==> src/rtl/crrl_pkg.sv <==
package crrl_pkg;

    localparam logic [2:0] FN_WRITE   = 3'd0;
    localparam logic [2:0] FN_RD_TAIL = 3'd1;
    localparam logic [2:0] FN_RD_POS  = 3'd2;
    localparam logic [2:0] FN_DELETE  = 3'd3;
    localparam logic [2:0] FN_FORMAT  = 3'd4;

    localparam logic [2:0] STS_OK    = 3'd0;
    localparam logic [2:0] STS_FULL  = 3'd1;
    localparam logic [2:0] STS_EMPTY = 3'd2;
    localparam logic [2:0] STS_CKSUM = 3'd3;
    localparam logic [2:0] STS_TAG   = 3'd4;
    localparam logic [2:0] STS_OVF   = 3'd5;

    localparam logic [4:0] READ_MAX = 5'd30;
    localparam logic [7:0] ERASED   = 8'hFF;
    localparam logic [7:0] TAG_INIT = 8'd170;

    typedef enum logic [3:0] {
        S_CLEAR,
        S_IDLE,
        S_DECODE,
        S_WR_PAD,
        S_WR_CK,
        S_WR_TAG,
        S_POS_MOD,
        S_CHK,
        S_CHK_END,
        S_VERDICT,
        S_EM_READ,
        S_EM_OUT,
        S_DEL_CHECK,
        S_DEL_ERASE,
        S_FMT_ERASE,
        S_RESP
    } ctl_state_t;

    typedef struct packed {
        logic [2:0]        func;
        logic [7:0]        data_byte;
        logic              last_byte;
        logic [4:0]        byte_count;
        logic [7:0]        position;
        logic signed [9:0] delete_count;
        logic              full_erase;
    } item_t;

    typedef struct packed {
        logic       take_item;
        logic       wr_byte;
        logic       wr_pad;
        logic       wr_ck;
        logic       wr_tag;
        logic       set_status;
        logic [2:0] status_val;
        logic       rd_tail;
        logic       pos_reduce;
        logic       pos_to_slot;
        logic       chk_read;
        logic       verdict;
        logic       em_read;
        logic       em_load;
        logic       resp_load;
        logic       del_start;
        logic       del_erase;
        logic       del_pop;
        logic       fmt;
        logic       sweep;
    } dp_cmd_t;

    typedef struct packed {
        logic [2:0] func;
        logic       last_byte;
        logic       full_erase;
        logic       full;
        logic       empty;
        logic       fill_done;
        logic       last_off;
        logic       em_last;
        logic       pos_big;
        logic       del_done;
        logic       sweep_last;
        logic       out_free;
    } dp_status_t;

endpackage

==> src/rtl/crrl_ctrl.sv <==
module crrl_ctrl
    import crrl_pkg::*;
(
    input  logic       clk,
    input  logic       rst_n,
    input  logic       item_valid,
    output logic       item_ready,
    input  dp_status_t st,
    output dp_cmd_t    cmd
);

    ctl_state_t state_reg;
    ctl_state_t state_next;

    always_ff @(posedge clk or negedge rst_n)
    begin
        if (!rst_n)
        begin
            state_reg <= S_CLEAR;
        end
        else
        begin
            state_reg <= state_next;
        end
    end

    always_comb
    begin
        state_next = state_reg;
        unique case (state_reg)
            S_CLEAR:
            begin
                if (st.sweep_last)
                begin
                    state_next = S_IDLE;
                end
            end
            S_IDLE:
            begin
                if (item_valid)
                begin
                    state_next = S_DECODE;
                end
            end
            S_DECODE:
            begin
                unique case (st.func)
                    FN_WRITE:
                    begin
                        if (st.full || !st.last_byte)
                        begin
                            state_next = S_RESP;
                        end
                        else
                        begin
                            state_next = S_WR_PAD;
                        end
                    end
                    FN_RD_TAIL: state_next = st.empty ? S_RESP : S_CHK;
                    FN_RD_POS:  state_next = S_POS_MOD;
                    FN_DELETE:  state_next = S_DEL_CHECK;
                    FN_FORMAT:  state_next = st.full_erase ? S_FMT_ERASE : S_RESP;
                    default:    state_next = S_IDLE;
                endcase
            end
            S_WR_PAD:
            begin
                if (st.fill_done)
                begin
                    state_next = S_WR_CK;
                end
            end
            S_WR_CK:   state_next = S_WR_TAG;
            S_WR_TAG:  state_next = S_RESP;
            S_POS_MOD:
            begin
                if (!st.pos_big)
                begin
                    state_next = S_CHK;
                end
            end
            S_CHK:
            begin
                if (st.last_off)
                begin
                    state_next = S_CHK_END;
                end
            end
            S_CHK_END: state_next = S_VERDICT;
            S_VERDICT: state_next = S_EM_READ;
            S_EM_READ: state_next = S_EM_OUT;
            S_EM_OUT:
            begin
                if (st.out_free)
                begin
                    state_next = st.em_last ? S_IDLE : S_EM_READ;
                end
            end
            S_DEL_CHECK: state_next = st.del_done ? S_RESP : S_DEL_ERASE;
            S_DEL_ERASE:
            begin
                if (st.last_off)
                begin
                    state_next = S_DEL_CHECK;
                end
            end
            S_FMT_ERASE:
            begin
                if (st.sweep_last)
                begin
                    state_next = S_RESP;
                end
            end
            S_RESP:
            begin
                if (st.out_free)
                begin
                    state_next = S_IDLE;
                end
            end
            default: state_next = S_IDLE;
        endcase
    end

    always_comb
    begin
        cmd        = '0;
        item_ready = 1'b0;
        unique case (state_reg)
            S_CLEAR:
            begin
                cmd.sweep = 1'b1;
            end
            S_IDLE:
            begin
                item_ready    = 1'b1;
                cmd.take_item = item_valid;
            end
            S_DECODE:
            begin
                unique case (st.func)
                    FN_WRITE:
                    begin
                        if (st.full)
                        begin
                            cmd.set_status = 1'b1;
                            cmd.status_val = STS_FULL;
                        end
                        else
                        begin
                            cmd.wr_byte = 1'b1;
                        end
                    end
                    FN_RD_TAIL:
                    begin
                        if (st.empty)
                        begin
                            cmd.set_status = 1'b1;
                            cmd.status_val = STS_EMPTY;
                        end
                        else
                        begin
                            cmd.rd_tail = 1'b1;
                        end
                    end
                    FN_RD_POS: cmd = '0;
                    FN_DELETE:
                    begin
                        cmd.del_start = 1'b1;
                    end
                    FN_FORMAT:
                    begin
                        cmd.fmt        = 1'b1;
                        cmd.set_status = 1'b1;
                        cmd.status_val = STS_OK;
                    end
                    default: cmd = '0;
                endcase
            end
            S_WR_PAD:
            begin
                cmd.wr_pad = !st.fill_done;
            end
            S_WR_CK:
            begin
                cmd.wr_ck = 1'b1;
            end
            S_WR_TAG:
            begin
                cmd.wr_tag = 1'b1;
            end
            S_POS_MOD:
            begin
                cmd.pos_reduce  = st.pos_big;
                cmd.pos_to_slot = !st.pos_big;
            end
            S_CHK:
            begin
                cmd.chk_read = 1'b1;
            end
            S_CHK_END: cmd = '0;
            S_VERDICT:
            begin
                cmd.verdict = 1'b1;
            end
            S_EM_READ:
            begin
                cmd.em_read = 1'b1;
            end
            S_EM_OUT:
            begin
                cmd.em_load = st.out_free;
            end
            S_DEL_CHECK:
            begin
                cmd.set_status = st.del_done;
                cmd.status_val = STS_OK;
            end
            S_DEL_ERASE:
            begin
                cmd.del_erase = 1'b1;
                cmd.del_pop   = st.last_off;
            end
            S_FMT_ERASE:
            begin
                cmd.sweep = 1'b1;
            end
            S_RESP:
            begin
                cmd.resp_load = st.out_free;
            end
            default: cmd = '0;
        endcase
    end

endmodule

==> config.mk <==
export PLATFORM = sky130hd
export DESIGN_NAME = crrl_ctrl
export DESIGN_NICKNAME = d
export VERILOG_FILES = /design/src/rtl/crrl_pkg.sv /design/src/rtl/crrl_ctrl.sv
export SDC_FILE = /design/constraint.sdc
export NUM_CORES = 1
export LEC_CHECK = 0
export BUFFER_PORTS_ARGS = -buffer_cell sky130_fd_sc_hd__buf_2
export CAP_MARGIN = 20
export CORE_MARGIN = 5
export CORE_UTILIZATION = 30
export CTS_BUF_LIST = sky130_fd_sc_hd__clkbuf_8 sky130_fd_sc_hd__clkbuf_16
export CTS_CLUSTER_DIAMETER = 120
export DETAILED_ROUTE_END_ITERATION = 10
export GPL_ROUTABILITY_DRIVEN = 0
export PLACE_DENSITY = 0.61
export SLEW_MARGIN = 25
export SYNTH_ARGS = -nofsm -noshare
export SYNTH_HDL_FRONTEND = slang
export SYNTH_SLANG_ARGS = --single-unit
==> constraint.sdc <==
create_clock -name clk -period 4.6 [get_ports clk]
set_input_delay 0.69 -clock clk [delete_from_list [all_inputs] [get_ports clk]]
set_output_delay 0.69 -clock clk [all_outputs]
set_load 0.05 [all_outputs]
==> results.yml, run 1 <==
clock_network:
  cts_resized: 0
  cts_made_buffers: 3
  h-tree-depth: 1
  cts_hold_buf: 0
  clockRootBuffer: "clkbuf_8"
  insertion_delay_ns: 0.21
  clkTransAtPathRegs_ns: 0.03
  cts_tree: "yes"
  cts_sinks: 4
  post_cts_buffers: 0
  clockBufferDepth: 2
sta:
  tightest_slew_ns: 0.591
  fmax_ghz: 0.377
  hold_violations: 0
  setup_violations: 0
  finClkSkew_ns: 0.00127
  setup_tns_ns: 0
  slew_headroom_pct: 60.6
  min_period_ns: 2.65
  post-route-period-util_pct: 57.7
  rsz0062_at_grt: "false"
  whs_ns: 0.275
  maxSlewViolCount: 0
detailed_routing:
  wl_met3_microns: 66
  vias: 806
  viasPerCell: 5.10
  met2_length_mm: 1.16
  wl_mm: 2.11
  first_pass_iters: 4
  drt-initial-drc-count: 21
  antenna_left: 0
  wl_per_cell_microns: 13.3
  top_layer: "met3"
  drcViolationCount: 0
  wl_met1_microns: 879
yosys:
  ys_seq_area_share_pct: 14.0
  synth_area_sq_um: 716
  synthArstFlopShare_pct: 100
  synth_cells: 99
  synth_flop_cell: "dfrtp_1"
  synth-edff-count: 0
  synth_warnings: 0
  synth-seq-cells: 4
  syn_nets: 116
  synthDistinctLibCells: 43
  synth_area_per_cell_sq_um: 7.23
pwr:
  power_leakage_nw: 0.449
  powerDensity_nw_per_um2: 723
  power.share.switching_pct: 56.3
  seqPwrFrac_pct: 21.0
  p_sw_mw: 0.374
  comb_power_share_pct: 68.0
  clkPwrFrac_pct: 11.0
  power_mw: 0.663
  p_int_mw: 0.290
  ir_drop_mv: 0.397
cells_and_area:
  drive_gt1_share_pct: 40.0
  multi_input_area_sq_um: 539
  fin_nets: 149
  layout_commonest_cell: "buf_2"
  fillers: 248
  final_cell_area_sq_um: 917
  largest_register_ffs: 4
  layout_common_cells: "buf_2, nor2_1, nor3_1"
  final-seq-area_sq_um: 100
  n_antenna_cell: 0
  areaGrowthSynthToFinish_pct: 28.1
worst_setup_path:
  crit_path_end_kind: "output port"
  worst-r2r-cell-count: 5
  critPathKind: "reg2out"
  r2r-start: "state_reg[0]$_DFFE_PN0P_"
  reg2reg_to: "state_reg[1]$_DFFE_PN0P_"
  worstPathMaxFanout: 18
  cp_data_required_time_ns: 3.91
  worst_ep_arrival_time_ns: 1.96
  ff2ff_setup_slack_ns: 2.51
  crit_path_start_kind: "flop"
grt:
  antenna_found_initial: 0
  grt_max_degree: 21
  grt_pass1_wl_mm: 3.30
  grt_pass1_vias: 741
  overflow: 0
  gr-usage-all-layers_pct: 11.9
floorplan:
  pin_count: 40
  die_w_microns: 58.8
  core_region_area_sq_um: 2250
  rows: 17
  die_h_microns: 58.8
  initial_core_util_pct: 31.7
  die-area_sq_um: 3460
worst_hold_path:
  hold_path_class: "in2async"
status:
  outcome: "complete, no violations"
run:
  drv_cap: 0
placement:
  hpwl_mm: 1.68
  port_buffers: 38
  placed_cell_area_sq_um: 876
[worst max path at each step]
stage | startpoint | to | cells past startpoint
2_1_floorplan | st[13] | cmd[16] | 5
3_3_place_gp | st[12] | cmd[16] | 6
3_5_place_dp | st[12] | cmd[16] | 6
4_1_cts | state_reg[2]$_DFFE_PN0P_ | cmd[16] | 5
5_1_grt | state_reg[2]$_DFFE_PN0P_ | cmd[16] | 5
6_report | state_reg[2]$_DFFE_PN0P_ | cmd[16] | 5
[routing by layer]
metal	global-route usage, %	vias to the layer above
li1	-	422
met1	14.7	368
met2	21.3	16
met3	1.97	0
met4	2.91	0
met5	0	-
[critical path, cell delays in order, from the launching register on]
cell	delay, ns
dfrtp_1	0.57
nor2_1	0.36
nand4_1	0.19
nor3b_1	0.24
or2_2	0.14
buf_2	0.25
[final cells by class]
cell class              count  share of cell area, %
clock buffers               3                   4.50
inverters                   3                   1.23
repair buffers             38                   20.7
well taps                  28                   3.82
multi-input cells          82                   58.8
flip-flops and latches      4                   10.9
[stage by stage]
step | utilization, % | setup slack [ns] | instances
global route | 40.7 | 1.76 | 158
detailed placement | 38.8 | 2.07 | 155
global placement | 38.8 | 2.11 | 155
finish | 40.7 | 1.95 | 158
CTS | 40.7 | 1.95 | 158
floorplan | - | 1.19 | 99
[kinds of logic (layout without fill, tap and decap cells)]
| kind of cell | Yosys count | count (layout) | synth area share, % |
|---|---|---|---|
| AOI/OAI and AO/OA | 22 | 22 | 25.0 |
| buffers and inverters | 13 | 44 | 10.7 |
| DFF | 4 | 4 | 14.0 |
| muxes | 3 | 3 | 5.59 |
| other | 1 | 1 | 0.524 |
| and+or+nand+nor | 56 | 56 | 44.2 |
[cell usage after synthesis, types with 2 or more instances]
cell / n / area (sq um)
o21ai_0: 3 / 15.0
inv_1: 3 / 11.3
a211oi_1: 2 / 15.0
dfrtp_1: 4 / 100
nor3_1: 9 / 45.0
a31oi_1: 2 / 12.5
nor2b_1: 4 / 25.0
nand2b_1: 3 / 18.8
clkbuf_1: 4 / 15.0
mux2_4: 2 / 30.0
buf_6: 2 / 22.5
nand2_1: 5 / 18.8
nand3_1: 3 / 15.0
nor3b_1: 5 / 37.5
o31ai_1: 3 / 22.5
buf_4: 3 / 22.5
nor2_1: 14 / 52.6
or3_1: 2 / 12.5
nand4_1: 2 / 12.5
[power groups by stage]
stage	clock, mW	sequential [mW]	combinational [mW]
floorplan	0	0.0664	0.462
global placement	0	0.135	0.447
detailed placement	0	0.136	0.454
CTS	0.0748	0.137	0.452
global route	0.0784	0.148	0.484
finish	0.0731	0.139	0.451
(Power assumes the default switching activity.)
==> inputs of run 2 (changes only) <==
--- a/config.mk
+++ b/config.mk
@@ -13,7 +13,7 @@
 export CTS_CLUSTER_DIAMETER = 120
 export DETAILED_ROUTE_END_ITERATION = 10
 export GPL_ROUTABILITY_DRIVEN = 0
-export PLACE_DENSITY = 0.61
+export PLACE_DENSITY = 0.63
 export SLEW_MARGIN = 25
 export SYNTH_ARGS = -nofsm -noshare
 export SYNTH_HDL_FRONTEND = slang
==> constraint.sdc (replaced) <==
create_clock -name clk -period 2.2 [get_ports clk]
set_input_delay 0.33 -clock clk [delete_from_list [all_inputs] [get_ports clk]]
set_output_delay 0.33 -clock clk [all_outputs]
set_load 0.05 [all_outputs]
==> run 2 against run 1 <==
Die area did not move. Critical path depth is the same. Combinational power increased by 140%. Sequential power is 81% higher. Largest cell class unchanged.
==> results.yml, run 2 (synthesis gave the netlist of run 1 again) <==
grt:
  grt_pass1_wl_mm: 3.34
  gr-usage-all-layers_pct: 12.1
  grt_pass1_vias: 779
  antenna_found_initial: 0
  grt_max_degree: 15
  overflow: 0
worst_setup_path:
  crit_path_start_kind: "flop"
  r2r-start: "state_reg[3]$_DFFE_PN0P_"
  critPathKind: "reg2out"
  ff2ff_setup_slack_ns: 0.23
  worst-r2r-cell-count: 6
  worst_ep_arrival_time_ns: 1.75
  reg2reg_to: "state_reg[0]$_DFFE_PN0P_"
  crit_path_end_kind: "output port"
  max_stage_delay_ns: 0.54
  cp_data_required_time_ns: 1.87
  worstPathMaxFanout: 14
  crit_buf_inv: 1
  cp_top_family: "simple AND/OR/NAND/NOR gates"
  slowest_stage: "dfrtp_1"
  crit_path_cell_trace: "nor2_2 -> nand4_1 -> nor3b_2 -> or2_2 -> buf_2"
floorplan:
  pin_count: 40
  die_w_microns: 58.8
  core_region_area_sq_um: 2250
  die_h_microns: 58.8
  die-area_sq_um: 3460
  initial_core_util_pct: 31.7
  rows: 17
detailed_routing:
  wl_mm: 2.19
  drt-initial-drc-count: 22
  drcViolationCount: 0
  viasPerCell: 5.23
  antenna_left: 0
  wl_per_cell_microns: 13.2
  vias: 863
  first_pass_iters: 4
placement:
  preCtsSetupSlack_ns: 0.259
  port_buffers: 38
  hpwl_mm: 1.81
  dp_cells: 161
cells_and_area:
  final_util_pct: 45.0
  layout_commonest_cell: "buf_2"
  finalNonFillerCells: 165
  largest_register_ffs: 4
  layout_common_cells: "buf_2, nor2_1, nor3_1, buf_4, nand2_1"
  areaGrowthSynthToFinish_pct: 41.6
  n_antenna_cell: 0
  drive_gt1_share_pct: 50.4
  fillers: 252
  fin_nets: 156
sta:
  fmax_ghz: 0.481
  maxSlewViolCount: 0
  setup_tns_ns: 0
  hold_violations: 0
  setup_violations: 0
  post-route-period-util_pct: 94.5
  min_period_ns: 2.08
  finClkSkew_ns: 0.000593
  rsz0062_at_grt: "false"
  whs_ns: 0.451
  setup_slack_ns: 0.120
clock_network:
  clockBufferDepth: 2
  cts_sinks: 4
  cts_made_buffers: 3
  clkTransAtPathRegs_ns: 0.03
  post_cts_buffers: 0
  clockRootBuffer: "clkbuf_8"
  cts_tree: "yes"
  insertion_delay_ns: 0.21
  h-tree-depth: 1
worst_hold_path:
  hold_path_class: "in2async"
status:
  outcome: "complete, no violations"
run:
  drv_cap: 0
pwr:
  powerDensity_nw_per_um2: 1480
  ir_drop_mv: 0.709
  power_leakage_nw: 0.488
[run 2: how the worst max path moves through the flow]
stage,startpoint,endpoint,slack (ns),cells after the start
6_report,state_reg[2]$_DFFE_PN0P_,cmd[16],0.12,5
5_1_grt,state_reg[2]$_DFFE_PN0P_,cmd[16],0.00004,5
4_1_cts,state_reg[1]$_DFFE_PN0P_,cmd[16],0.03,5
3_5_place_dp,state_reg[0]$_DFFE_PN0P_,state_reg[0]$_DFFE_PN0P_,0.26,5
3_3_place_gp,state_reg[3]$_DFFE_PN0P_,state_reg[0]$_DFFE_PN0P_,0.26,6
2_1_floorplan,state_reg[3]$_DFFE_PN0P_,cmd[16],-0.27,5
[run 2: worst reg2reg max path, stage by stage, from the launching register on]
cell,delay [ns]
dfrtp_1,0.56
buf_4,0.22
nor2b_4,0.05
and3_4,0.18
a311o_4,0.34
a21o_4,0.21
mux2_4,0.29
[run 2: metal layers]
metal  global-route usage (%)  vias to the layer above  part of all wire (%)
met3                     1.54                        2                    11
met5                        0                        -                     0
li1                         -                      431                     -
met1                     15.5                      390                    44
met2                     20.2                       40                    43
met4                     4.85                        0                  0.69
[run 2: power by group]
| group | leakage (nW) | internal [mW] | total (mW) | switching, mW |
|---|---|---|---|---|
| combinational | 0.420 | 0.444 | 1.09 | 0.648 |
| clock | 0.0216 | 0.117 | 0.153 | 0.0363 |
| sequential | 0.0459 | 0.119 | 0.252 | 0.133 |
| total | 0.488 | 0.680 | 1.50 | 0.817 |
[run 2: final cells by class]
type                    count  area, sq um  share of cell area, %
repair buffers             45          245                   24.2
clock buffers               3         41.3                   4.07
inverters                   3         11.3                   1.11
well taps                  28         35.0                   3.46
multi-input cells          82          578                   57.0
flip-flops and latches      4          103                   10.1
[run 2: per-stage QoR]
step / power [mW] / area (sq um)
final: 1.50 / 1010
after global routing: 1.60 / 1010
after CTS: 1.49 / 1010
after detailed placement: 1.34 / 955
after global placement: 1.32 / 955
after floorplan: 1.13 / 749
[run 2: timing repair]
action / in CTS / in global routing
resized for setup: 0 / 4
setup endpoints to repair: 0 / 1
endpoints found under the hold margin: 4 / 0
hold buffers: 1 / 0
